## src/rtl/ptss_pkg.sv

```systemverilog
`default_nettype none
package ptss_pkg;

    // Table layout
    localparam int HEADER_BYTES = 36;
    // Offset of the closing underscore for a name that starts at the header end
    localparam int NAME_MIN     = HEADER_BYTES + 3;
    localparam int OFFS_W       = $clog2(NAME_MIN + 1);

    // Byte codes
    localparam logic [7:0]  PKG_OP      = 8'h12;
    localparam logic [7:0]  BYTE_PFX    = 8'h0A;
    localparam logic [7:0]  WORD_PFX    = 8'h0B;
    localparam logic [7:0]  SMALL_LIMIT = 8'd64;
    localparam logic [23:0] NAME_HEAD   = 24'h5F5335;
    localparam logic [7:0]  NAME_TAIL   = 8'h5F;

    // Sleep type position in the control word
    localparam int SLP_SHIFT = 10;
    localparam int SLP_W     = 16 - SLP_SHIFT;

    // Queue between classifier and parser
    localparam int Q_DEPTH = 2;
    localparam int Q_PTR_W = $clog2(Q_DEPTH);
    localparam int Q_CNT_W = $clog2(Q_DEPTH + 1);

    // One classified table byte
    typedef struct packed {
        logic [SLP_W-1:0] low_bits;   // byte bits that survive the shift
        logic [1:0]       len_code;   // extra package length bytes
        logic             is_pkg;
        logic             is_bpfx;
        logic             is_wpfx;
        logic             is_small;
        logic             name_hit;
        logic             last;
        logic             sum_zero;
    } cls_t;

endpackage
`default_nettype wire

```

## src/rtl/ptss_front.sv

```systemverilog
`default_nettype none
module ptss_front
    import ptss_pkg::*;
(
    input  wire logic       clk,
    input  wire logic       rst_n,
    input  wire logic       s_tvalid,
    output logic            s_tready,
    input  wire logic [7:0] s_tdata,   // table_byte
    input  wire logic       s_tlast,   // last_byte
    input  wire logic       q_ready,
    output logic            push,
    output cls_t            push_item
);

    logic [23:0]       recent_reg, recent_next;
    logic [OFFS_W-1:0] offs_reg, offs_next;
    logic [7:0]        sum_reg, sum_next;
    logic [7:0]        sum_new;

    assign s_tready = q_ready;
    assign push     = s_tvalid && q_ready;
    assign sum_new  = sum_reg + s_tdata;

    always_comb
    begin
        push_item.low_bits = s_tdata[SLP_W-1:0];
        push_item.len_code = s_tdata[7:6];
        push_item.is_pkg   = (s_tdata == PKG_OP);
        push_item.is_bpfx  = (s_tdata == BYTE_PFX);
        push_item.is_wpfx  = (s_tdata == WORD_PFX);
        push_item.is_small = (s_tdata < SMALL_LIMIT);
        push_item.name_hit = (recent_reg == NAME_HEAD) && (s_tdata == NAME_TAIL)
                             && (offs_reg == OFFS_W'(NAME_MIN));
        push_item.last     = s_tlast;
        push_item.sum_zero = (sum_new == 8'd0);
    end

    always_comb
    begin
        recent_next = recent_reg;
        offs_next   = offs_reg;
        sum_next    = sum_reg;
        if (push)
        begin
            if (s_tlast)
            begin
                // start over for the next table
                recent_next = '0;
                offs_next   = '0;
                sum_next    = '0;
            end
            else
            begin
                recent_next = {recent_reg[15:0], s_tdata};
                sum_next    = sum_new;
                if (offs_reg != OFFS_W'(NAME_MIN))
                    offs_next = offs_reg + 1'b1;
            end
        end
    end

    always_ff @(posedge clk or negedge rst_n)
    begin
        if (!rst_n)
        begin
            recent_reg <= '0;
            offs_reg   <= '0;
            sum_reg    <= '0;
        end
        else
        begin
            recent_reg <= recent_next;
            offs_reg   <= offs_next;
            sum_reg    <= sum_next;
        end
    end

endmodule
`default_nettype wire

```

## src/rtl/ptss_queue.sv

```systemverilog
`default_nettype none
module ptss_queue
    import ptss_pkg::*;
(
    input  wire logic clk,
    input  wire logic rst_n,
    input  wire logic push,
    input  wire cls_t push_item,
    output logic      q_ready,
    input  wire logic pop,
    output logic      q_valid,
    output cls_t      q_item
);

    cls_t               mem [Q_DEPTH];
    logic [Q_PTR_W-1:0] wr_ptr_reg, wr_ptr_next;
    logic [Q_PTR_W-1:0] rd_ptr_reg, rd_ptr_next;
    logic [Q_CNT_W-1:0] count_reg, count_next;

    assign q_ready = (count_reg != Q_CNT_W'(Q_DEPTH));
    assign q_valid = (count_reg != '0);
    assign q_item  = mem[rd_ptr_reg];

    always_comb
    begin
        wr_ptr_next = wr_ptr_reg;
        rd_ptr_next = rd_ptr_reg;
        if (push)
            wr_ptr_next = (wr_ptr_reg == Q_PTR_W'(Q_DEPTH - 1)) ? '0 : wr_ptr_reg + 1'b1;
        if (pop)
            rd_ptr_next = (rd_ptr_reg == Q_PTR_W'(Q_DEPTH - 1)) ? '0 : rd_ptr_reg + 1'b1;
        case ({push, pop})
            2'b10:   count_next = count_reg + 1'b1;
            2'b01:   count_next = count_reg - 1'b1;
            default: count_next = count_reg;
        endcase
    end

    always_ff @(posedge clk)
    begin
        if (push)
            mem[wr_ptr_reg] <= push_item;
    end

    always_ff @(posedge clk or negedge rst_n)
    begin
        if (!rst_n)
        begin
            wr_ptr_reg <= '0;
            rd_ptr_reg <= '0;
            count_reg  <= '0;
        end
        else
        begin
            wr_ptr_reg <= wr_ptr_next;
            rd_ptr_reg <= rd_ptr_next;
            count_reg  <= count_next;
        end
    end

endmodule
`default_nettype wire

```

## src/rtl/ptss_back.sv

```systemverilog
`default_nettype none
module ptss_back
    import ptss_pkg::*;
(
    input  wire logic        clk,
    input  wire logic        rst_n,
    input  wire logic        q_valid,
    input  wire cls_t        q_item,
    output logic             pop,
    input  wire logic [2:0]  dflt_type,
    output logic             m_tvalid,
    input  wire logic        m_tready,
    output logic [31:0]      m_tdata,   // sleep_word_a, sleep_word_b
    output logic [1:0]       m_tuser    // checksum_ok, entry_found
);

    typedef enum logic [3:0] {
        PH_SEARCH,
        PH_SCAN,
        PH_PKGLEN,
        PH_PKGSKIP,
        PH_COUNT,
        PH_ELEM1,
        PH_A_BYTE,
        PH_A_WLO,
        PH_A_WHI,
        PH_ELEM2,
        PH_B_BYTE,
        PH_DONE
    } phase_t;

    phase_t           phase_reg, phase_next, phase_upd;
    logic [1:0]       skip_reg, skip_next, skip_upd;
    logic [SLP_W-1:0] cap_a_reg, cap_a_next, cap_a_upd;
    logic [SLP_W-1:0] cap_b_reg, cap_b_next, cap_b_upd;
    logic             out_valid_reg, out_valid_next;
    logic             ok_reg, ok_next;
    logic             found_reg, found_next;
    logic [15:0]      word_a_reg, word_a_next;
    logic [15:0]      word_b_reg, word_b_next;
    logic             found;

    assign pop      = q_valid && (!out_valid_reg || m_tready);
    assign m_tvalid = out_valid_reg;
    assign m_tdata  = {word_b_reg, word_a_reg};
    assign m_tuser  = {found_reg, ok_reg};
    assign found    = !(phase_reg inside {PH_SEARCH, PH_SCAN, PH_PKGLEN});

    // Advance the parse by one byte
    always_comb
    begin
        phase_upd = phase_reg;
        skip_upd  = skip_reg;
        cap_a_upd = cap_a_reg;
        cap_b_upd = cap_b_reg;
        case (phase_reg)
            PH_SEARCH:
                if (q_item.name_hit)
                    phase_upd = PH_SCAN;
            PH_SCAN:
                if (q_item.is_pkg)
                    phase_upd = PH_PKGLEN;
            PH_PKGLEN:
            begin
                skip_upd  = q_item.len_code;
                phase_upd = (q_item.len_code == 2'd0) ? PH_COUNT : PH_PKGSKIP;
            end
            PH_PKGSKIP:
            begin
                skip_upd = skip_reg - 1'b1;
                if (skip_upd == 2'd0)
                    phase_upd = PH_COUNT;
            end
            PH_COUNT:
                phase_upd = PH_ELEM1;
            PH_ELEM1:
                if (q_item.is_bpfx)
                    phase_upd = PH_A_BYTE;
                else if (q_item.is_wpfx)
                    phase_upd = PH_A_WLO;
                else if (q_item.is_small)
                begin
                    cap_a_upd = q_item.low_bits;
                    phase_upd = PH_ELEM2;
                end
                else
                begin
                    cap_a_upd = '0;
                    cap_b_upd = '0;
                    phase_upd = PH_DONE;
                end
            PH_A_BYTE:
            begin
                cap_a_upd = q_item.low_bits;
                phase_upd = PH_ELEM2;
            end
            PH_A_WLO:
            begin
                cap_a_upd = q_item.low_bits;
                phase_upd = PH_A_WHI;
            end
            PH_A_WHI:
                phase_upd = PH_ELEM2;
            PH_ELEM2:
                if (q_item.is_bpfx)
                    phase_upd = PH_B_BYTE;
                else
                begin
                    cap_b_upd = q_item.is_small ? q_item.low_bits : '0;
                    phase_upd = PH_DONE;
                end
            PH_B_BYTE:
            begin
                cap_b_upd = q_item.low_bits;
                phase_upd = PH_DONE;
            end
            default:
                phase_upd = PH_DONE;
        endcase
    end

    always_comb
    begin
        phase_next     = phase_reg;
        skip_next      = skip_reg;
        cap_a_next     = cap_a_reg;
        cap_b_next     = cap_b_reg;
        out_valid_next = out_valid_reg && !m_tready;
        ok_next        = ok_reg;
        found_next     = found_reg;
        word_a_next    = word_a_reg;
        word_b_next    = word_b_reg;
        if (pop)
        begin
            phase_next = phase_upd;
            skip_next  = skip_upd;
            cap_a_next = cap_a_upd;
            cap_b_next = cap_b_upd;
            if (q_item.last)
            begin
                out_valid_next = 1'b1;
                ok_next        = q_item.sum_zero;
                found_next     = found;
                word_a_next    = found ? {cap_a_upd, SLP_SHIFT'(0)}
                                       : {(SLP_W - 3)'(0), dflt_type, SLP_SHIFT'(0)};
                word_b_next    = found ? {cap_b_upd, SLP_SHIFT'(0)}
                                       : {(SLP_W - 3)'(0), dflt_type, SLP_SHIFT'(0)};
                // drop the parse state for the next table
                phase_next = PH_SEARCH;
                skip_next  = '0;
                cap_a_next = '0;
                cap_b_next = '0;
            end
        end
    end

    always_ff @(posedge clk or negedge rst_n)
    begin
        if (!rst_n)
        begin
            phase_reg     <= PH_SEARCH;
            skip_reg      <= '0;
            cap_a_reg     <= '0;
            cap_b_reg     <= '0;
            out_valid_reg <= 1'b0;
            ok_reg        <= 1'b0;
            found_reg     <= 1'b0;
            word_a_reg    <= '0;
            word_b_reg    <= '0;
        end
        else
        begin
            phase_reg     <= phase_next;
            skip_reg      <= skip_next;
            cap_a_reg     <= cap_a_next;
            cap_b_reg     <= cap_b_next;
            out_valid_reg <= out_valid_next;
            ok_reg        <= ok_next;
            found_reg     <= found_next;
            word_a_reg    <= word_a_next;
            word_b_reg    <= word_b_next;
        end
    end

    a_skip_live: assert property (@(posedge clk) disable iff (!rst_n)
        (phase_reg == PH_PKGSKIP) |-> (skip_reg != 2'd0))
        else $error("package skip with no bytes left");

    a_restart: assert property (@(posedge clk) disable iff (!rst_n)
        (pop && q_item.last) |=> (phase_reg == PH_SEARCH && cap_a_reg == '0))
        else $error("parse not restarted after last byte");

    a_default: assert property (@(posedge clk) disable iff (!rst_n)
        (out_valid_reg && !found_reg) |-> (word_a_reg == word_b_reg))
        else $error("default words differ");

endmodule
`default_nettype wire

```

## src/rtl/power_table_sleep_type_scanner.sv

```systemverilog
`default_nettype none
// Path: each accepted table byte is written into the queue and read from it by
//   the parser, which registers the result for the master side on the last byte.
// Throughput: one byte per cycle unless a result waits on m_tready; set by the
//   parse step, one byte per pop, and the two-entry queue after the classifier.
// Reset: rst_n clears the parse, the sum and the queue at once; the default
//   sleep type returns to 5. No clearing pass is needed.
module power_table_sleep_type_scanner
    import ptss_pkg::*;
(
    input  wire logic        clk,
    input  wire logic        rst_n,
    input  wire logic        s_tvalid,
    output logic             s_tready,
    input  wire logic [7:0]  s_tdata,    // [7:0] table_byte
    input  wire logic        s_tlast,    // last_byte
    output logic             m_tvalid,
    input  wire logic        m_tready,
    output logic [31:0]      m_tdata,    // [15:0] sleep_word_a, [31:16] sleep_word_b
    output logic [1:0]       m_tuser,    // [0] checksum_ok, [1] entry_found
    input  wire logic        cfg_valid,
    output logic             cfg_ready,
    input  wire logic [2:0]  cfg_data    // [2:0] default_sleep_type
);

    logic [2:0] dflt_type_reg;
    logic       push;
    cls_t       push_item;
    logic       q_ready;
    logic       pop;
    logic       q_valid;
    cls_t       q_item;

    // Take a configuration write in any cycle
    assign cfg_ready = 1'b1;

    always_ff @(posedge clk or negedge rst_n)
    begin
        if (!rst_n)
            dflt_type_reg <= 3'd5;
        else if (cfg_valid && cfg_ready)
            dflt_type_reg <= cfg_data;
    end

    // Front: hold the name window, offset and byte sum; classify each item
    ptss_front u_front (
        .clk       (clk),
        .rst_n     (rst_n),
        .s_tvalid  (s_tvalid),
        .s_tready  (s_tready),
        .s_tdata   (s_tdata),
        .s_tlast   (s_tlast),
        .q_ready   (q_ready),
        .push      (push),
        .push_item (push_item)
    );

    // Queue: let the front keep taking items while the result side stalls, until the queue is full
    ptss_queue u_queue (
        .clk       (clk),
        .rst_n     (rst_n),
        .push      (push),
        .push_item (push_item),
        .q_ready   (q_ready),
        .pop       (pop),
        .q_valid   (q_valid),
        .q_item    (q_item)
    );

    // Back: walk the package phases and register the result on the last item
    ptss_back u_back (
        .clk       (clk),
        .rst_n     (rst_n),
        .q_valid   (q_valid),
        .q_item    (q_item),
        .pop       (pop),
        .dflt_type (dflt_type_reg),
        .m_tvalid  (m_tvalid),
        .m_tready  (m_tready),
        .m_tdata   (m_tdata),
        .m_tuser   (m_tuser)
    );

endmodule
`default_nettype wire

```

## config.mk

```make
export PLATFORM = sky130hd
export DESIGN_NAME = power_table_sleep_type_scanner
export DESIGN_NICKNAME = d
export VERILOG_FILES = /design/src/rtl/ptss_pkg.sv /design/src/rtl/ptss_front.sv /design/src/rtl/ptss_queue.sv /design/src/rtl/ptss_back.sv /design/src/rtl/power_table_sleep_type_scanner.sv
export SDC_FILE = /design/constraint.sdc
export NUM_CORES = 1
export LEC_CHECK = 0
export ABC_AREA = 1
export BUFFER_PORTS_ARGS = -buffer_cell sky130_fd_sc_hd__buf_2
export CORE_ASPECT_RATIO = 0.75
export CORE_UTILIZATION = 64
export DETAILED_ROUTE_END_ITERATION = 8
export PLACE_DENSITY = 0.85
export SYNTH_ARGS = -nofsm -noshare
export SYNTH_HDL_FRONTEND = slang
export SYNTH_SLANG_ARGS = --single-unit
```

## constraint.sdc

```tcl
create_clock -name clk -period 5.2 [get_ports clk]
set_clock_uncertainty 0.15 [all_clocks]
set_input_delay 1.04 -clock clk [delete_from_list [all_inputs] [get_ports clk]]
set_output_delay 1.04 -clock clk [all_outputs]
set_load 0.005 [all_outputs]
```

Yosys cells after proc, flatten, opt, wreduce, memory -nomap -nowiden
Memory sizes are Yosys's and may differ from the RTL's.
Index checks and enable logic that the tools add are counted.
{"block": "totals", "ff_bits": 98, "ram_bits": 30, "inputBits": 17, "mem_count": 1}
{"memory": "u_queue.mem", "depth": 2, "width": 15, "rd": 1, "rd_clocked_by_memory_dff": 0, "write_ports": 1, "line": "ptss_queue.sv:15", "source": "cls_t mem [Q_DEPTH];"}
{"block": "op_classes", "add_sub_neg": 7, "order_cmp": 1, "eq_ne": 23, "muxes": 36, "n_reduce_logical": 24}
{"cell": "$mux 6", "count": 11}
{"cell": "$pmux 4 s9", "count": 1}
{"cell": "$mux 16", "count": 2}
{"cell": "$eq 24x23->1 const B", "count": 1}
{"cell": "$mux 24", "count": 1}
{"cell": "$mux 4", "count": 6}
{"cell": "$pmux 6 s3", "count": 1}
{"cell": "$eq 4x3->1 const B", "count": 4}
{"cell": "$eq 8x4->1 const B", "count": 2}
{"cell": "$eq 4x4->1 const B", "count": 3}
{"cell": "$pmux 6 s2", "count": 1}
{"cell": "$add 8x8->8", "count": 1}
{"cell": "$eq 4x2->1 const B", "count": 2}
{"cell": "$eq 8x5->1 const B", "count": 1}
{"cell": "$eq 8x7->1 const B", "count": 1}
{"cell": "$logic_not 8->1", "count": 1}
{"cell": "$lt 8x7->1 const B", "count": 1}
{"cell": "$mux 8", "count": 1}
{"cell": "$pmux 2 s2", "count": 2}
{"cell": "$mux 1", "count": 7}
{"cell": "$add 6x1->6 const B", "count": 1}
{"cell": "$eq 6x6->1 const B", "count": 1}
{"cell": "$ne 3x3->1 const B", "count": 2}
{"cell": "$ne 6x6->1 const B", "count": 1}
{"cell": "20 further kinds", "count": 36}

Depth between registers and ports, before layout
An unclocked memory read counts as a cell.
{"block": "logic_depth", "depth_word": 6, "mapped_depth": 12}

Cells and area by module
A second synthesis with hierarchy kept.
{"block": "hier_totals", "cells_unflattened": 728, "hier_area_um2": 5915.7}
{"mod": "ptss_back", "n_inst": 1, "cells_each": 341, "area_each_um2": 2279.7}
{"mod": "ptss_front", "n_inst": 1, "cells_each": 270, "area_each_um2": 2198.4}
{"mod": "ptss_queue", "n_inst": 1, "cells_each": 102, "area_each_um2": 1311.3}
{"mod": "power_table_sleep_type_scanner", "n_inst": 1, "cells_each": 15, "area_each_um2": 126.4}

Least setup slack after synthesis
No wires, ideal clock.
{"block": "synth_timing", "kind": "in2reg", "start": "input s_tvalid", "end": "memory u_queue.mem[0][0] (netlist bit) (enable)", "setup_time_ns": 0.386, "t_arrival_ns": 2.006, "t_required_ns": 4.664, "path_slack_ns": 2.658, "path_stages": 3, "n_path_buf": 1, "path_cell_list": "nand2_2 > clkbuf_1 > nor2_1"}
{"block": "synth_via", "elab_chain_len": 3}
{"item": "start, declared", "line": "power_table_sleep_type_scanner.sv:13", "source": "input wire logic s_tvalid,"}
{"item": "$logic_and 1x1->1", "line": "ptss_front.sv:22", "source": "assign push = s_tvalid && q_ready;"}
{"item": "$mux 1", "line": "ptss_queue.sv:41", "source": "if (push)"}
{"item": "$mux 1 (implied by the code)", "line": "ptss_queue.sv:42", "source": "mem[wr_ptr_reg] <= push_item;"}
{"item": "end, declared", "line": "ptss_queue.sv:15"}
No other way between the ends.

Worst setup path in the final report
{"block": "layout_timing", "start": "input m_tready", "end": "register u_queue.count_reg[1]"}
{"block": "layout_via", "elab_chain_len": 4}
{"item": "start, declared", "line": "power_table_sleep_type_scanner.sv:18", "source": "input wire logic m_tready,"}
{"item": "$logic_or 1x1->1 *", "line": "ptss_back.sv:43", "source": "assign pop = q_valid && (!out_valid_reg || m_tready);"}
{"item": "$logic_and 1x1->1 *", "line": "ptss_back.sv:43"}
{"item": "net pop", "line": "power_table_sleep_type_scanner.sv:30", "source": "logic pop;"}
{"item": "$eq 2x1->1 / $eq 2x2->1 (equally long branches)", "line": "ptss_queue.sv:32", "source": "case ({push, pop})"}
{"item": "$pmux 2 s2 / $reduce_bool 2->1 (equally long branches)"}
{"item": "end signal, assigned", "line": "ptss_queue.sv:57", "source": "count_reg <= count_next;"}
{"item": "end, declared", "line": "ptss_queue.sv:18", "source": "logic [Q_CNT_W-1:0] count_reg, count_next;"}
Mark *: on every way through the listed nets, which the timed path passes. The rest lies on a longest branch.
A chain may end at the register's enable or synchronous reset.

==> reports/results.ini <==
[status]
outcome=complete, no violations

[grt]
antenna_found_initial=0
grt_max_degree=79
grt_pass1_wl_um=18600
overflow=0
grt_pass1_vias=3887
grt_usage=0.286

[logic_synthesis]
netlist_area_mm2=0.00536
ys_top_cells_by_area=dfrtp_1 35%, edfxtp_1 17%, nand2_1 15%, inv_1 5.5%, buf_4 3.4%
synth_top_area_cell=dfrtp_1
yosys_warnings=0
synthFlopType=dfrtp_1
synth_area_per_cell_um2=8.68
async_flop_share=0.722
synth_cells=618
ys_ff_latch=108
ys_seq_area_frac=0.532
yosysTopAreaCellShare=0.355
synth_edf_count=30
synth.distinct_cells=44

[place]
place_hpwl_um=7920
portBuffers=32
gp_congestion=0.939
postPlaceCellArea_mm2=0.00549

[final_layout]
drive_gt1_frac=0.112
final_core_util=0.709
largest_reg_flops=30
fillCellCount=608
area.growth.synth_to_final_pct=5.53
diodes=0
fin_nets=672
stdcell_area_mm2=0.00566

[timing]
finalCriticalPeriod_ps=2590
finalSetupViolCount=0
rsz0062_at_grt=false
post-route-period-util=0.497
max_freq_mhz=387
finalHoldViolCount=0
drv_slew=0
relSlewSlack=0.342
tns_ps=0
worstMarginPinSlew_ps=987

[floorplan]
die-width_um=108
die_height_um=81.3
std_cell_rows=28
die_area_mm2=0.00876
start_util=0.672
io_pins=54
core-area_mm2=0.00799

[clocking]
post-cts-setup-buffer-count=0
cts_resized=0
cts_root_buf=clkbuf_8
clockBufferDepth=2
postCtsHoldBufs=0
clock-sinks=108
clkTransAtPathRegs_ps=100
clk_latency_ps=370
cts_tree=done
cts.htree.levels=3
cts_buffers=9

[power_and_ir_drop]
p_leak_nw=2.85
ir_worst_vdd_v=0.000354
powerDensity_mw_per_mm2=490

[route]
postRouteAntennaNets=0
routed_wl_um=11100
viasPerCell=5.56
post_drt_wl_per_cell_um=14.7
drc=0
drt_iter0_markers=347
dr_total_vias=4192
drt_pass1_iterations=5

[critical_path]
end_kind=flop
cp_data_arrival_time_ps=2680
startpoint_type=input pin
critPathKind=input pin to flop
crit_path_start=m_tready
reg2reg_from=u_queue.count_reg[0]
cp.required_ps=5300
worstPathMaxFanout=16

[min_path]
hold_start=u_back.word_b_reg[13]
hold_class=flop to flop

[job]
maxCapViolCount=0

## worst max-delay path: stages
cell and delay [ps]:
buf_2 110, o22ai_2 550, inv_1 230, ha_1 360, a21oi_1 120, o21ai_0 120
xnor2_1 140
## power by group
part | internal (mW) | switching (mW)
Clock | 0.173 | 0.284
Combinational | 0.347 | 0.714
Sequential | 1.10 | 0.154
Total | 1.62 | 1.15
## final cells by class
| class | count | area (um^2) | share of cell area |
|---|---|---|---|
| clock inverters | 7 | 42.5 | 0.00752 |
| clock buffers | 9 | 124 | 0.0219 |
| inverters | 81 | 304 | 0.0537 |
| multi-input cells | 410 | 2030 | 0.358 |
| well taps | 105 | 131 | 0.0232 |
| repair buffers | 34 | 178 | 0.0314 |
| flip-flops and latches | 108 | 2860 | 0.504 |
## metrics by stage
step / hold slack, ps / power (mW) / setup slack (ps) / instances
6_report: 331 / 2.77 / 2610 / 754
5_1_grt: 358 / 2.97 / 2490 / 754
4_1_cts: 335 / 2.76 / 2660 / 754
3_5_place_dp: 310 / 2.31 / 2260 / 738
3_3_place_gp: 301 / 2.26 / 2350 / 738
2_1_floorplan: 293 / 2.06 / 2660 / 637
## path summary, 6_finish.rpt
check,endpoint,slack [ps],cells after the start
worst min-delay path,u_back.word_b_reg[13],330,2
max in group asynchronous,u_back.skip_reg[1],3580,1
min in group asynchronous,u_front.recent_reg[17],670,1
worst max register to register,u_front.offs_reg[2],2770,8
worst max-delay path,u_queue.count_reg[1],2610,7
worst min register to register,u_back.word_b_reg[13],330,2
## layout by cell type (no fill, tap or decap), drive strengths merged
cell type and instances:
buf 34, o211ai 1, a32o 1, a21oi 13, o31ai 2, conb 21
ha 10, inv 82, o22ai 23, dfrtp 76, dfstp 2, o21bai 2
nor3 4, clkbuf 9, clkinv 6, a22o 2, mux2 3, xor2 6
fa 1, nand4 15, nand3b 2, a31oi 2, o21a 1, o21ai 24
edfxtp 30, a21o 1, nor4 8, xnor2 2, nand3 20, nor2 30
nand2 216
## Yosys cell counts (8+ instances only)
| cell | count |
|---|---|
| nand4_1 | 15 |
| dfrtp_1 | 76 |
| nor4_1 | 8 |
| nand3_1 | 19 |
| nor2_1 | 25 |
| o21ai_0 | 15 |
| a21oi_1 | 12 |
| buf_2 | 8 |
| buf_4 | 24 |
| o22ai_1 | 22 |
| nand2_1 | 212 |
| ha_1 | 10 |
| inv_1 | 78 |
| edfxtp_1 | 30 |
## kinds of logic (layout without fill, tap and decap cells)
| kind of cell | count (synthesis) | after routing | share of synthesized area |
|---|---|---|---|
| muxes | 3 | 3 | 0.00630 |
| other | 2 | 21 | 0.00140 |
| DFF | 108 | 108 | 0.532 |
| AOI/OAI and AO/OA | 72 | 72 | 0.0854 |
| xor gates and xnor gates | 8 | 8 | 0.0131 |
| buffers and inverters | 119 | 131 | 0.103 |
| adders and majority gates | 11 | 11 | 0.0271 |
| and+or+nand+nor | 295 | 295 | 0.231 |
## metal layers
metal | routed length (um) | track usage
met1 | 5070 | 0.411
met2 | 4910 | 0.431
met3 | 878 | 0.0562
met4 | 225 | 0.115
met5 | 0 | 0
Power figures use the tool's default switching activity.
